==> config.mk <==
export PLATFORM = sky130hd
export DESIGN_NAME = bounded_array_table_engine_top_flat
export DESIGN_NICKNAME = d
export VERILOG_FILES = /design/src/bate_pkg.sv /design/src/bate_if.sv /design/src/bate_ram.sv /design/src/bate_ctrl.sv /design/src/bounded_array_table_engine_top.sv /design/src/flat_wrapper.sv
export SDC_FILE = /design/constraint.sdc
export NUM_CORES = 2
export LEC_CHECK = 0
export BUFFER_PORTS_ARGS = -buffer_cell sky130_fd_sc_hd__buf_2
export CORE_MARGIN = 2
export CORE_UTILIZATION = 42
export DETAILED_ROUTE_END_ITERATION = 12
export PLACE_DENSITY = 0.63
export SYNTH_ARGS = -nofsm -noshare
export SYNTH_HDL_FRONTEND = slang
export SYNTH_SLANG_ARGS = --single-unit
==> constraint.sdc <==
create_clock -name clk -period 5.44 [get_ports clk]
set_input_delay 0.272 -clock clk [delete_from_list [all_inputs] [get_ports clk]]
set_output_delay 0.272 -clock clk [all_outputs]
set_load 0.01 [all_outputs]
==> src/bate_pkg.sv <==
package bate_pkg;

    localparam int Depth = 64;
    localparam int AddrW = $clog2(Depth);
    localparam int CntW  = $clog2(Depth + 1);

    typedef enum logic [3:0] {
        OP_APPEND     = 4'd0,
        OP_PREPEND    = 4'd1,
        OP_SORTED_INS = 4'd2,
        OP_APPEND_UNQ = 4'd3,
        OP_REMOVE_AT  = 4'd4,
        OP_REMOVE_VAL = 4'd5,
        OP_FIND       = 4'd6,
        OP_LOWER_BND  = 4'd7,
        OP_MAX        = 4'd8,
        OP_MIN        = 4'd9,
        OP_SORT       = 4'd10
    } op_t;

    typedef enum logic [2:0] {
        ST_OK       = 3'd0,
        ST_OVERFLOW = 3'd1,
        ST_EMPTY    = 3'd2,
        ST_NOTFOUND = 3'd3,
        ST_BADPOS   = 3'd4
    } status_t;

    typedef enum logic [3:0] {
        S_IDLE,
        S_DISPATCH,
        S_SCAN_RD,
        S_SCAN_CHK,
        S_BS_RD,
        S_BS_CHK,
        S_SHUP_RD,
        S_SHUP_WR,
        S_INS_WR,
        S_SHDN_RD,
        S_SHDN_WR,
        S_SORT_RDA,
        S_SORT_RDB,
        S_SORT_CHK,
        S_SORT_WR,
        S_DONE
    } state_t;

    typedef struct packed {
        logic [31:0]     result_value;
        logic [CntW-1:0] result_index;
        logic [2:0]      status;
        logic [CntW-1:0] element_count;
    } result_t;

    // signed order via flipped sign bit
    function automatic logic less_than(input logic [31:0] a, input logic [31:0] b);
        return {~a[31], a[30:0]} < {~b[31], b[30:0]};
    endfunction

endpackage

==> src/bate_if.sv <==
interface bate_op_if;
    logic        valid;
    logic        ready;
    logic [3:0]  op;
    logic [31:0] value;
    logic [5:0]  position;
    modport source (output valid, op, value, position, input ready);
    modport sink   (input valid, op, value, position, output ready);
endinterface

interface bate_res_if;
    logic        valid;
    logic        ready;
    logic [31:0] result_value;
    logic [6:0]  result_index;
    logic [2:0]  status;
    logic [6:0]  element_count;
    modport source (output valid, result_value, result_index, status, element_count,
                    input ready);
    modport sink   (input valid, result_value, result_index, status, element_count,
                    output ready);
endinterface

interface bate_cfg_if;
    logic       valid;
    logic       ready;
    logic [6:0] data;
    modport source (output valid, data, input ready);
    modport sink   (input valid, data, output ready);
endinterface

==> src/bate_ram.sv <==
module bate_ram #(
    parameter int Width = 32,
    parameter int Depth = 64
) (
    input  logic                     clk,
    input  logic                     we,
    input  logic [$clog2(Depth)-1:0] waddr,
    input  logic [Width-1:0]         wdata,
    input  logic [$clog2(Depth)-1:0] raddr,
    output logic [Width-1:0]         rdata
);
    logic [Width-1:0] mem [Depth];

    always_ff @(posedge clk)
    begin
        if (we)
        begin
            mem[waddr] <= wdata;
        end
        rdata <= mem[raddr];
    end
endmodule

==> src/bate_ctrl.sv <==
module bate_ctrl (
    input  logic                          clk,
    input  logic                          rst_n,
    input  logic                          start,
    input  logic [3:0]                    op,
    input  logic [31:0]                   value,
    input  logic [5:0]                    position,
    input  logic [6:0]                    capacity,
    input  logic [31:0]                   rdata,
    output logic                          we,
    output logic [bate_pkg::AddrW-1:0]    waddr,
    output logic [31:0]                   wdata,
    output logic [bate_pkg::AddrW-1:0]    raddr,
    output logic                          idle,
    output logic                          done,
    output bate_pkg::result_t             res
);
    localparam int AW = bate_pkg::AddrW;
    localparam int CW = bate_pkg::CntW;

    bate_pkg::state_t state_reg, state_next;
    logic [CW-1:0] count_reg, count_next;
    logic [3:0]    op_reg, op_next;
    logic [31:0]   val_reg, val_next;
    logic [5:0]    pos_reg, pos_next;
    logic [CW-1:0] i_reg, i_next;       // walking index
    logic [CW-1:0] lo_reg, lo_next;     // search low bound (+1 offset)
    logic [CW-1:0] hi_reg, hi_next;
    logic [CW-1:0] lim_reg, lim_next;   // sort pass limit
    logic          swp_reg, swp_next;
    logic [31:0]   acc_reg, acc_next;   // max/min, removed element or sort element a
    logic [31:0]   rv_reg, rv_next;
    logic [CW-1:0] ri_reg, ri_next;
    logic [2:0]    st_reg, st_next;
    logic [CW-1:0] room;
    logic          full;
    logic [CW-1:0] mid;

    assign room = (capacity > CW'(bate_pkg::Depth)) ? CW'(bate_pkg::Depth) : capacity;
    assign full = count_reg >= room;
    assign mid  = CW'(({1'b0, lo_reg} + {1'b0, hi_reg} - 1'b1) >> 1);

    always_ff @(posedge clk or negedge rst_n)
    begin
        if (!rst_n)
        begin
            state_reg <= bate_pkg::S_IDLE;
            count_reg <= '0;
        end
        else
        begin
            state_reg <= state_next;
            count_reg <= count_next;
        end
    end

    always_ff @(posedge clk)
    begin
        op_reg  <= op_next;
        val_reg <= val_next;
        pos_reg <= pos_next;
        i_reg   <= i_next;
        lo_reg  <= lo_next;
        hi_reg  <= hi_next;
        lim_reg <= lim_next;
        swp_reg <= swp_next;
        acc_reg <= acc_next;
        rv_reg  <= rv_next;
        ri_reg  <= ri_next;
        st_reg  <= st_next;
    end

    // next state and datapath
    always_comb
    begin
        state_next = state_reg;
        count_next = count_reg;
        op_next = op_reg; val_next = val_reg; pos_next = pos_reg;
        i_next = i_reg; lo_next = lo_reg; hi_next = hi_reg; lim_next = lim_reg;
        swp_next = swp_reg; acc_next = acc_reg;
        rv_next = rv_reg; ri_next = ri_reg; st_next = st_reg;
        unique case (state_reg)
            bate_pkg::S_IDLE:
            begin
                if (start)
                begin
                    op_next = op; val_next = value; pos_next = position;
                    rv_next = '0; ri_next = '0; st_next = bate_pkg::ST_OK;
                    state_next = bate_pkg::S_DISPATCH;
                end
            end
            bate_pkg::S_DISPATCH:
            begin
                state_next = bate_pkg::S_DONE;
                i_next = '0;
                unique case (op_reg)
                    bate_pkg::OP_APPEND, bate_pkg::OP_PREPEND:
                    begin
                        if (full)
                        begin
                            st_next = bate_pkg::ST_OVERFLOW;
                        end
                        else
                        begin
                            ri_next = (op_reg == bate_pkg::OP_APPEND) ? count_reg : '0;
                            i_next = count_reg;
                            state_next = bate_pkg::S_SHUP_RD;
                        end
                    end
                    bate_pkg::OP_SORTED_INS, bate_pkg::OP_LOWER_BND:
                    begin
                        if (op_reg == bate_pkg::OP_SORTED_INS && full)
                        begin
                            st_next = bate_pkg::ST_OVERFLOW;
                        end
                        else
                        begin
                            lo_next = '0; hi_next = count_reg;
                            state_next = bate_pkg::S_BS_RD;
                        end
                    end
                    bate_pkg::OP_APPEND_UNQ, bate_pkg::OP_REMOVE_VAL, bate_pkg::OP_FIND,
                    bate_pkg::OP_MAX, bate_pkg::OP_MIN:
                    begin
                        if (count_reg == '0)
                        begin
                            if (op_reg == bate_pkg::OP_MAX || op_reg == bate_pkg::OP_MIN)
                                st_next = bate_pkg::ST_EMPTY;
                            else if (op_reg == bate_pkg::OP_APPEND_UNQ)
                            begin
                                if (full) st_next = bate_pkg::ST_OVERFLOW;
                                else state_next = bate_pkg::S_INS_WR;
                            end
                            else
                                st_next = bate_pkg::ST_NOTFOUND;
                        end
                        else
                            state_next = bate_pkg::S_SCAN_RD;
                    end
                    bate_pkg::OP_REMOVE_AT:
                    begin
                        if (count_reg == '0)
                            st_next = bate_pkg::ST_EMPTY;
                        else if (CW'(pos_reg) >= count_reg)
                            st_next = bate_pkg::ST_BADPOS;
                        else
                        begin
                            ri_next = CW'(pos_reg);
                            i_next = CW'(pos_reg);
                            state_next = bate_pkg::S_SHDN_RD;
                        end
                    end
                    bate_pkg::OP_SORT:
                    begin
                        if (count_reg > CW'(1))
                        begin
                            lim_next = count_reg;
                            swp_next = 1'b0;
                            state_next = bate_pkg::S_SORT_RDA;
                        end
                    end
                    default: ;
                endcase
            end
            bate_pkg::S_SCAN_RD: state_next = bate_pkg::S_SCAN_CHK;
            bate_pkg::S_SCAN_CHK:
            begin
                state_next = bate_pkg::S_SCAN_RD;
                i_next = i_reg + 1'b1;
                if (op_reg == bate_pkg::OP_MAX || op_reg == bate_pkg::OP_MIN)
                begin
                    if (i_reg == '0 ||
                        (op_reg == bate_pkg::OP_MAX ? bate_pkg::less_than(acc_reg, rdata)
                                                    : bate_pkg::less_than(rdata, acc_reg)))
                        acc_next = rdata;
                    if (i_reg + 1'b1 == count_reg)
                    begin
                        rv_next = (i_reg == '0 ||
                            (op_reg == bate_pkg::OP_MAX ? bate_pkg::less_than(acc_reg, rdata)
                                                        : bate_pkg::less_than(rdata, acc_reg)))
                            ? rdata : acc_reg;
                        state_next = bate_pkg::S_DONE;
                    end
                end
                else if (rdata == val_reg)
                begin
                    ri_next = i_reg;
                    if (op_reg == bate_pkg::OP_REMOVE_VAL)
                    begin
                        // hold the matched element as the removed one
                        acc_next = rdata;
                        i_next = i_reg;
                        state_next = bate_pkg::S_SHDN_RD;
                    end
                    else
                        state_next = bate_pkg::S_DONE;
                end
                else if (i_reg + 1'b1 == count_reg)
                begin
                    state_next = bate_pkg::S_DONE;
                    if (op_reg != bate_pkg::OP_APPEND_UNQ)
                        st_next = bate_pkg::ST_NOTFOUND;
                    else if (full)
                        st_next = bate_pkg::ST_OVERFLOW;
                    else
                        state_next = bate_pkg::S_INS_WR;
                end
            end
            bate_pkg::S_BS_RD:
            begin
                if (lo_reg == hi_reg)
                begin
                    ri_next = hi_reg;
                    if (op_reg == bate_pkg::OP_SORTED_INS)
                    begin
                        i_next = count_reg;
                        state_next = bate_pkg::S_SHUP_RD;
                    end
                    else
                        state_next = bate_pkg::S_DONE;
                end
                else
                    state_next = bate_pkg::S_BS_CHK;
            end
            bate_pkg::S_BS_CHK:
            begin
                if (bate_pkg::less_than(rdata, val_reg))
                    lo_next = mid + 1'b1;
                else
                    hi_next = mid;
                state_next = bate_pkg::S_BS_RD;
            end
            bate_pkg::S_SHUP_RD:
            begin
                // element i-1 moves to i, down to the insert point
                if (i_reg == ri_reg)
                    state_next = bate_pkg::S_INS_WR;
                else
                    state_next = bate_pkg::S_SHUP_WR;
            end
            bate_pkg::S_SHUP_WR:
            begin
                i_next = i_reg - 1'b1;
                state_next = bate_pkg::S_SHUP_RD;
            end
            bate_pkg::S_INS_WR:
            begin
                if (op_reg == bate_pkg::OP_APPEND_UNQ) ri_next = count_reg;
                count_next = count_reg + 1'b1;
                state_next = bate_pkg::S_DONE;
            end
            bate_pkg::S_SHDN_RD:
            begin
                if (i_reg + 1'b1 >= count_reg)
                begin
                    count_next = count_reg - 1'b1;
                    state_next = bate_pkg::S_DONE;
                end
                else
                    state_next = bate_pkg::S_SHDN_WR;
            end
            bate_pkg::S_SHDN_WR:
            begin
                i_next = i_reg + 1'b1;
                state_next = bate_pkg::S_SHDN_RD;
            end
            bate_pkg::S_SORT_RDA: state_next = bate_pkg::S_SORT_RDB;
            bate_pkg::S_SORT_RDB:
            begin
                acc_next = rdata;
                state_next = bate_pkg::S_SORT_CHK;
            end
            bate_pkg::S_SORT_CHK:
            begin
                if (bate_pkg::less_than(rdata, acc_reg))
                begin
                    swp_next = 1'b1;
                    state_next = bate_pkg::S_SORT_WR;
                end
                else if (i_reg + CW'(2) < lim_reg)
                begin
                    i_next = i_reg + 1'b1;
                    acc_next = rdata;
                    state_next = bate_pkg::S_SORT_CHK;
                end
                else if (swp_reg && lim_reg > CW'(2))
                begin
                    i_next = '0; swp_next = 1'b0; lim_next = lim_reg - 1'b1;
                    state_next = bate_pkg::S_SORT_RDA;
                end
                else
                    state_next = bate_pkg::S_DONE;
            end
            bate_pkg::S_SORT_WR:
            begin
                // second write of the swap; a keeps the larger value
                if (i_reg + CW'(2) < lim_reg)
                begin
                    i_next = i_reg + 1'b1;
                    state_next = bate_pkg::S_SORT_CHK;
                end
                else if (lim_reg > CW'(2))
                begin
                    i_next = '0; swp_next = 1'b0; lim_next = lim_reg - 1'b1;
                    state_next = bate_pkg::S_SORT_RDA;
                end
                else
                    state_next = bate_pkg::S_DONE;
            end
            bate_pkg::S_DONE:
            begin
                if (op_reg == bate_pkg::OP_REMOVE_AT || op_reg == bate_pkg::OP_REMOVE_VAL)
                    if (st_reg == bate_pkg::ST_OK) rv_next = acc_reg;
                state_next = bate_pkg::S_IDLE;
            end
            default: state_next = bate_pkg::S_IDLE;
        endcase
        // capture the removed element on the first shift-down read
        if (state_reg == bate_pkg::S_SHDN_RD && i_reg == ri_reg &&
            op_reg == bate_pkg::OP_REMOVE_AT)
            acc_next = rdata;
        if (state_reg == bate_pkg::S_SORT_CHK && bate_pkg::less_than(rdata, acc_reg))
            acc_next = acc_reg;
    end

    // memory access per state
    always_comb
    begin
        we = 1'b0;
        waddr = AW'(i_reg);
        wdata = rdata;
        raddr = AW'(i_reg);
        unique case (state_reg)
            bate_pkg::S_DISPATCH: raddr = pos_reg;
            bate_pkg::S_SCAN_RD, bate_pkg::S_SCAN_CHK:
                raddr = (state_reg == bate_pkg::S_SCAN_CHK) ? AW'(i_reg + 1'b1) : AW'(i_reg);
            bate_pkg::S_BS_RD: raddr = AW'(mid);
            bate_pkg::S_SHUP_RD: raddr = AW'(i_reg - 1'b1);
            bate_pkg::S_SHUP_WR:
            begin
                we = 1'b1; waddr = AW'(i_reg); wdata = rdata;
            end
            bate_pkg::S_INS_WR:
            begin
                we = 1'b1;
                waddr = (op_reg == bate_pkg::OP_APPEND_UNQ) ? AW'(count_reg) : AW'(ri_reg);
                wdata = val_reg;
            end
            bate_pkg::S_SHDN_RD: raddr = AW'(i_reg + 1'b1);
            bate_pkg::S_SHDN_WR:
            begin
                if (i_reg + 1'b1 < count_reg)
                begin
                    we = 1'b1; waddr = AW'(i_reg); wdata = rdata;
                end
            end
            bate_pkg::S_SORT_RDA: raddr = '0;
            bate_pkg::S_SORT_RDB: raddr = AW'(1);
            bate_pkg::S_SORT_CHK:
            begin
                raddr = AW'(i_reg + CW'(2));
                if (bate_pkg::less_than(rdata, acc_reg))
                begin
                    we = 1'b1; waddr = AW'(i_reg); wdata = rdata;
                end
            end
            bate_pkg::S_SORT_WR:
            begin
                raddr = AW'(i_reg + CW'(2));
                we = 1'b1; waddr = AW'(i_reg + 1'b1); wdata = acc_reg;
            end
            default: ;
        endcase
    end

    assign idle = state_reg == bate_pkg::S_IDLE;
    assign done = state_reg == bate_pkg::S_DONE;
    always_comb
    begin
        res.result_value  = ((op_reg == bate_pkg::OP_REMOVE_AT ||
                              op_reg == bate_pkg::OP_REMOVE_VAL) && st_reg == bate_pkg::ST_OK)
                            ? acc_reg : rv_reg;
        res.result_index  = ri_reg;
        res.status        = st_reg;
        res.element_count = count_reg;
    end
endmodule

==> src/bounded_array_table_engine_top.sv <==
// Channel | Dir | Payload
// op_in   | in  | op, value, position
// res_out | out | result_value, result_index, status, element_count
// cfg     | in  | data (capacity)
// One item at a time: a new item is taken only once the last result has left the output register;
// scans read one element per step; sorted inserts do a binary search, then a shift of
// one place per element, and other inserts and removals shift one place per element.
// Sort is a bubble sort through the same RAM port.
// Reset clears the count and sets capacity to 64; the store is not cleared.
// Hold the input while a result sits unread in the output register.
module bounded_array_table_engine_top (
    input logic            clk,
    input logic            rst_n,
    bate_op_if.sink        op_in,
    bate_res_if.source     res_out,
    bate_cfg_if.sink       cfg
);
    logic [6:0]  cap_reg;
    logic        we;
    logic [bate_pkg::AddrW-1:0] waddr, raddr;
    logic [31:0] wdata, rdata;
    logic        idle, done, start;
    bate_pkg::result_t res;
    bate_pkg::result_t out_reg;
    logic        ov_reg;

    // capacity register
    assign cfg.ready = 1'b1;
    always_ff @(posedge clk or negedge rst_n)
    begin
        if (!rst_n)
            cap_reg <= 7'd64;
        else if (cfg.valid)
            cap_reg <= cfg.data;
    end

    // accept only when idle and the output slot can take the result
    assign op_in.ready = idle && !ov_reg;
    assign start = op_in.valid && op_in.ready;

    bate_ram #(.Width(32), .Depth(bate_pkg::Depth)) u_ram (
        .clk(clk), .we(we), .waddr(waddr), .wdata(wdata), .raddr(raddr), .rdata(rdata)
    );

    bate_ctrl u_ctrl (
        .clk(clk), .rst_n(rst_n), .start(start),
        .op(op_in.op), .value(op_in.value), .position(op_in.position),
        .capacity(cap_reg), .rdata(rdata),
        .we(we), .waddr(waddr), .wdata(wdata), .raddr(raddr),
        .idle(idle), .done(done), .res(res)
    );

    // hold the result until taken
    always_ff @(posedge clk or negedge rst_n)
    begin
        if (!rst_n)
            ov_reg <= 1'b0;
        else if (done)
            ov_reg <= 1'b1;
        else if (res_out.ready)
            ov_reg <= 1'b0;
    end

    always_ff @(posedge clk)
    begin
        if (done)
            out_reg <= res;
    end

    assign res_out.valid         = ov_reg;
    assign res_out.result_value  = out_reg.result_value;
    assign res_out.result_index  = out_reg.result_index;
    assign res_out.status        = out_reg.status;
    assign res_out.element_count = out_reg.element_count;
endmodule

==> src/flat_wrapper.sv <==
// flat-port wrapper written by rule: the top's interface ports become plain ports
module bounded_array_table_engine_top_flat 
  (clk, rst_n, op_in_valid, op_in_op, op_in_value, op_in_position, op_in_ready, res_out_valid, res_out_result_value, res_out_result_index, res_out_status, res_out_element_count, res_out_ready, cfg_valid, cfg_data, cfg_ready);
  bate_op_if op_in_i ();
  bate_res_if res_out_i ();
  bate_cfg_if cfg_i ();
  input logic clk;
  input logic rst_n;
  input wire logic [$bits(op_in_i.valid)-1:0] op_in_valid;
  input wire logic [$bits(op_in_i.op)-1:0] op_in_op;
  input wire logic [$bits(op_in_i.value)-1:0] op_in_value;
  input wire logic [$bits(op_in_i.position)-1:0] op_in_position;
  output wire logic [$bits(op_in_i.ready)-1:0] op_in_ready;
  output wire logic [$bits(res_out_i.valid)-1:0] res_out_valid;
  output wire logic [$bits(res_out_i.result_value)-1:0] res_out_result_value;
  output wire logic [$bits(res_out_i.result_index)-1:0] res_out_result_index;
  output wire logic [$bits(res_out_i.status)-1:0] res_out_status;
  output wire logic [$bits(res_out_i.element_count)-1:0] res_out_element_count;
  input wire logic [$bits(res_out_i.ready)-1:0] res_out_ready;
  input wire logic [$bits(cfg_i.valid)-1:0] cfg_valid;
  input wire logic [$bits(cfg_i.data)-1:0] cfg_data;
  output wire logic [$bits(cfg_i.ready)-1:0] cfg_ready;
  assign op_in_i.valid = op_in_valid;
  assign op_in_i.op = op_in_op;
  assign op_in_i.value = op_in_value;
  assign op_in_i.position = op_in_position;
  assign op_in_ready = op_in_i.ready;
  assign res_out_valid = res_out_i.valid;
  assign res_out_result_value = res_out_i.result_value;
  assign res_out_result_index = res_out_i.result_index;
  assign res_out_status = res_out_i.status;
  assign res_out_element_count = res_out_i.element_count;
  assign res_out_i.ready = res_out_ready;
  assign cfg_i.valid = cfg_valid;
  assign cfg_i.data = cfg_data;
  assign cfg_ready = cfg_i.ready;
  bounded_array_table_engine_top u_core (.clk(clk), .rst_n(rst_n), .op_in(op_in_i), .res_out(res_out_i), .cfg(cfg_i));
endmodule
==> impl_metrics.ini <==
[run_status]
status = finished, final reports clean

[route]
drt_iter0_markers = 9086
ant_nets = 0
post_drt_wl_per_cell_um = 27.0
drc_errors = 0
via_count = 62687
dr.pass1.iters = 7
drt-total-wl_mm = 286
viasPerCell = 5.92

[finish]
fin_area_um2 = 110000
fin_cells = 10588
largest_reg_flops = 2048
mostFrequentLayoutCells = edfxtp_1 (2242), nand2_1 (1888), nand3_1 (530)
syn_to_final_growth_pct = 16.2
final_common_cell = edfxtp_1
final_nets = 7573
drive_above_1_share = 0.139
top_register = u_core.u_ram.mem
fillers = 18866

[global_routing]
globalRouteMet2Util = 0.378
grt_util_met1 = 0.338
grt_max_degree = 110
grt.overflow.total = 0
grt_pass1_wl_mm = 414
grt_most_used_layer = met2
antenna_found_initial = 13
gr-usage-all-layers = 0.244
use_met3 = 0.0486
grt_pass1_vias = 59528

[setup_path]
crit_type = flip-flop to flip-flop
required_ns = 6.25
r2r_cells = 15
cp-end-kind = flip-flop
cp_max_fo = 60
reg2reg_to = u_core.u_ram.rdata[8]
reg2reg_setup_slack_ns = 0.19
cp-start-kind = flip-flop
setup.worst_path.end = u_core.u_ram.rdata[8]
worstReg2RegStart = u_core.u_ctrl.hi_reg[1]
crit_arrival_ns = 6.06
cp-startpoint = u_core.u_ctrl.hi_reg[1]

[sta]
tightestPinTransition_ns = 1.25
max_freq_ghz = 0.191
hold_viol = 0
rsz0062_at_grt = false
fin_tns_setup_ns = 0
fin_skew_ns = 0.0789
min_period_over_period = 0.965
relSlewSlack = 0.169
drv_slew = 0
layout_min_cycle_time_ns = 5.25
finalSetupViolCount = 0

[yosys]
syn-num-nets = 7224
ys_warn_count = 0
synth_cells = 7053
synth.avg_cell_area_um2 = 13.5
syn_area_um2 = 95000
synth-edff-count = 2242
ys_ff_latch = 2293
yosysTopAreaCellShare = 0.709
ys.flop_type = edfxtp_1
ys_seq_area_frac = 0.721
async_flop_share = 0.00829
netlist_top_cells_area = edfxtp_1 (71%), nand2_1 (7.5%), nand3_1 (2.8%)
yosys.area.top_type = edfxtp_1
synth.distinct_cells = 85

[floorplanning]
die_y_um = 480
core_um2 = 225000
die_w_um = 480
dieArea_um2 = 230000
io_pins = 106
initial_core_util = 0.422
placementRows = 174

[clock_network]
cts_resized = 0
cts_made_buffers = 225
root_buffer = clkbuf_16
clk_latency_ns = 0.90
cts_sinks = 2293
clk_pin_slew_ns = 0.06
clock_path_buffers = 3
cts_tree = yes
cts-htree-levels = 4

[hold_path]
hold_path_class = input port to flip-flop

[placed_design]
dp_hpwl_mm = 171
dp_cells = 10102
gp_congestion = 0.924
placed_area_um2 = 103000
place.port_buffers = 104

[job]
cap_viol_max_count = 0
worst min path at each step:
stage / startpoint / endpoint / slack, ns / cells after the start
final: op_in_value[28] / u_core.u_ctrl.val_reg[28] / 0.1 / 2
after global routing: op_in_value[28] / u_core.u_ctrl.val_reg[28] / 0.07 / 2
after CTS: op_in_value[18] / u_core.u_ctrl.val_reg[18] / 0.05 / 2
after detailed placement: rst_n / u_core.cap_reg[2] / 0.26 / 1
after global placement: rst_n / u_core.cap_reg[1] / 0.25 / 1
after floorplan: rst_n / u_core.cap_reg[0] / -0.02 / 0
final cells by class:
type	count	area (µm²)	share of cell area
flip-flops and latches	2293	68400	0.620
multi-input cells	4177	25000	0.227
repair buffers	578	5570	0.0505
diodes	4	10.0	0.0000907
inverters	127	477	0.00432
well taps	2992	3740	0.0339
clock buffers	296	5970	0.0541
clock inverters	121	1140	0.0103
synth_stat cells, types with 6 or more instances:
cell         n
dfrtp_1     18
o21ai_0    121
o22ai_1     35
mux2_2      44
nand3_1    531
o21a_1      11
mux4_2      63
a211oi_1     8
nand2_1   1892
a221oi_1    20
o22a_1      31
a221o_1     64
o211ai_1     8
a22o_1      35
and2_1      13
ha_1       116
o221ai_1    64
a311oi_1   191
buf_1       14
nor2_1     152
dfxtp_1     32
buf_2      203
o31ai_1      9
a21oi_1     75
a222oi_1    10
edfxtp_1  2242
nand2b_1    15
buf_4       24
mux2i_1     64
nor2b_1     24
xor2_1      11
a31oi_1    170
buf_6       18
nor4_1       7
clkbuf_1   197
a21o_1      32
a22oi_1     37
and3_1     164
inv_1      124
nor3_1      20
or3_1        6
nand4_1     25
xnor2_1     33
logic make-up (layout without fill, tap and decap cells):
family,count (synthesis),after routing,synth area share
adders and majority gates,117,117,0.0155
muxes,172,172,0.0270
AOI/OAI and AO/OA,963,963,0.0753
other,1,5,0.0000395
and+or+nand+nor,2880,2880,0.129
DFF,2293,2293,0.721
xor gates and xnor gates,44,44,0.00406
buffers and inverters,583,1122,0.0281
metal layers:
metal	up-vias	wire length [µm]
li1	27214	-
met1	31461	114000
met2	3500	130000
met3	506	30500
met4	6	12200
met5	-	46
stage by stage:
step / utilization / setup slack (ns) / hold slack (ns)
global route: 0.491 / 0.200 / 0.0745
finish: 0.491 / 0.192 / 0.0986
global placement: 0.456 / -0.117 / 0.245
detailed placement: 0.456 / -0.116 / 0.257
floorplan: - / 0.720 / -0.0236
CTS: 0.491 / 0.379 / 0.0491
critical path, stage by stage (launching register included):
cell and delay [ns]:
edfxtp_1 0.37, inv_1 0.06, ha_1 0.29, inv_1 0.04, ha_1 0.21, fa_1 0.47, xor2_1 0.24, a22o_1 0.30
a2111oi_2 0.60, nand2b_4 0.24, buf_12 0.23, buf_12 0.31, mux2i_1 0.19, a221o_1 0.49, o21ai_0 0.80, a221o_1 0.21
repair_timing:
| item | 4_1_cts | 5_1_grt |
|---|---|---|
| endpoints found under the hold margin | 70 | 0 |
| hold buffers | 62 | 0 |
| buffers inserted | 3 | 0 |
| setup endpoints to repair | 3 | 0 |
Power is left out: the tool's default activity adds up to more than one toggle a clock period on the data nets, which glitch-free logic cannot reach.
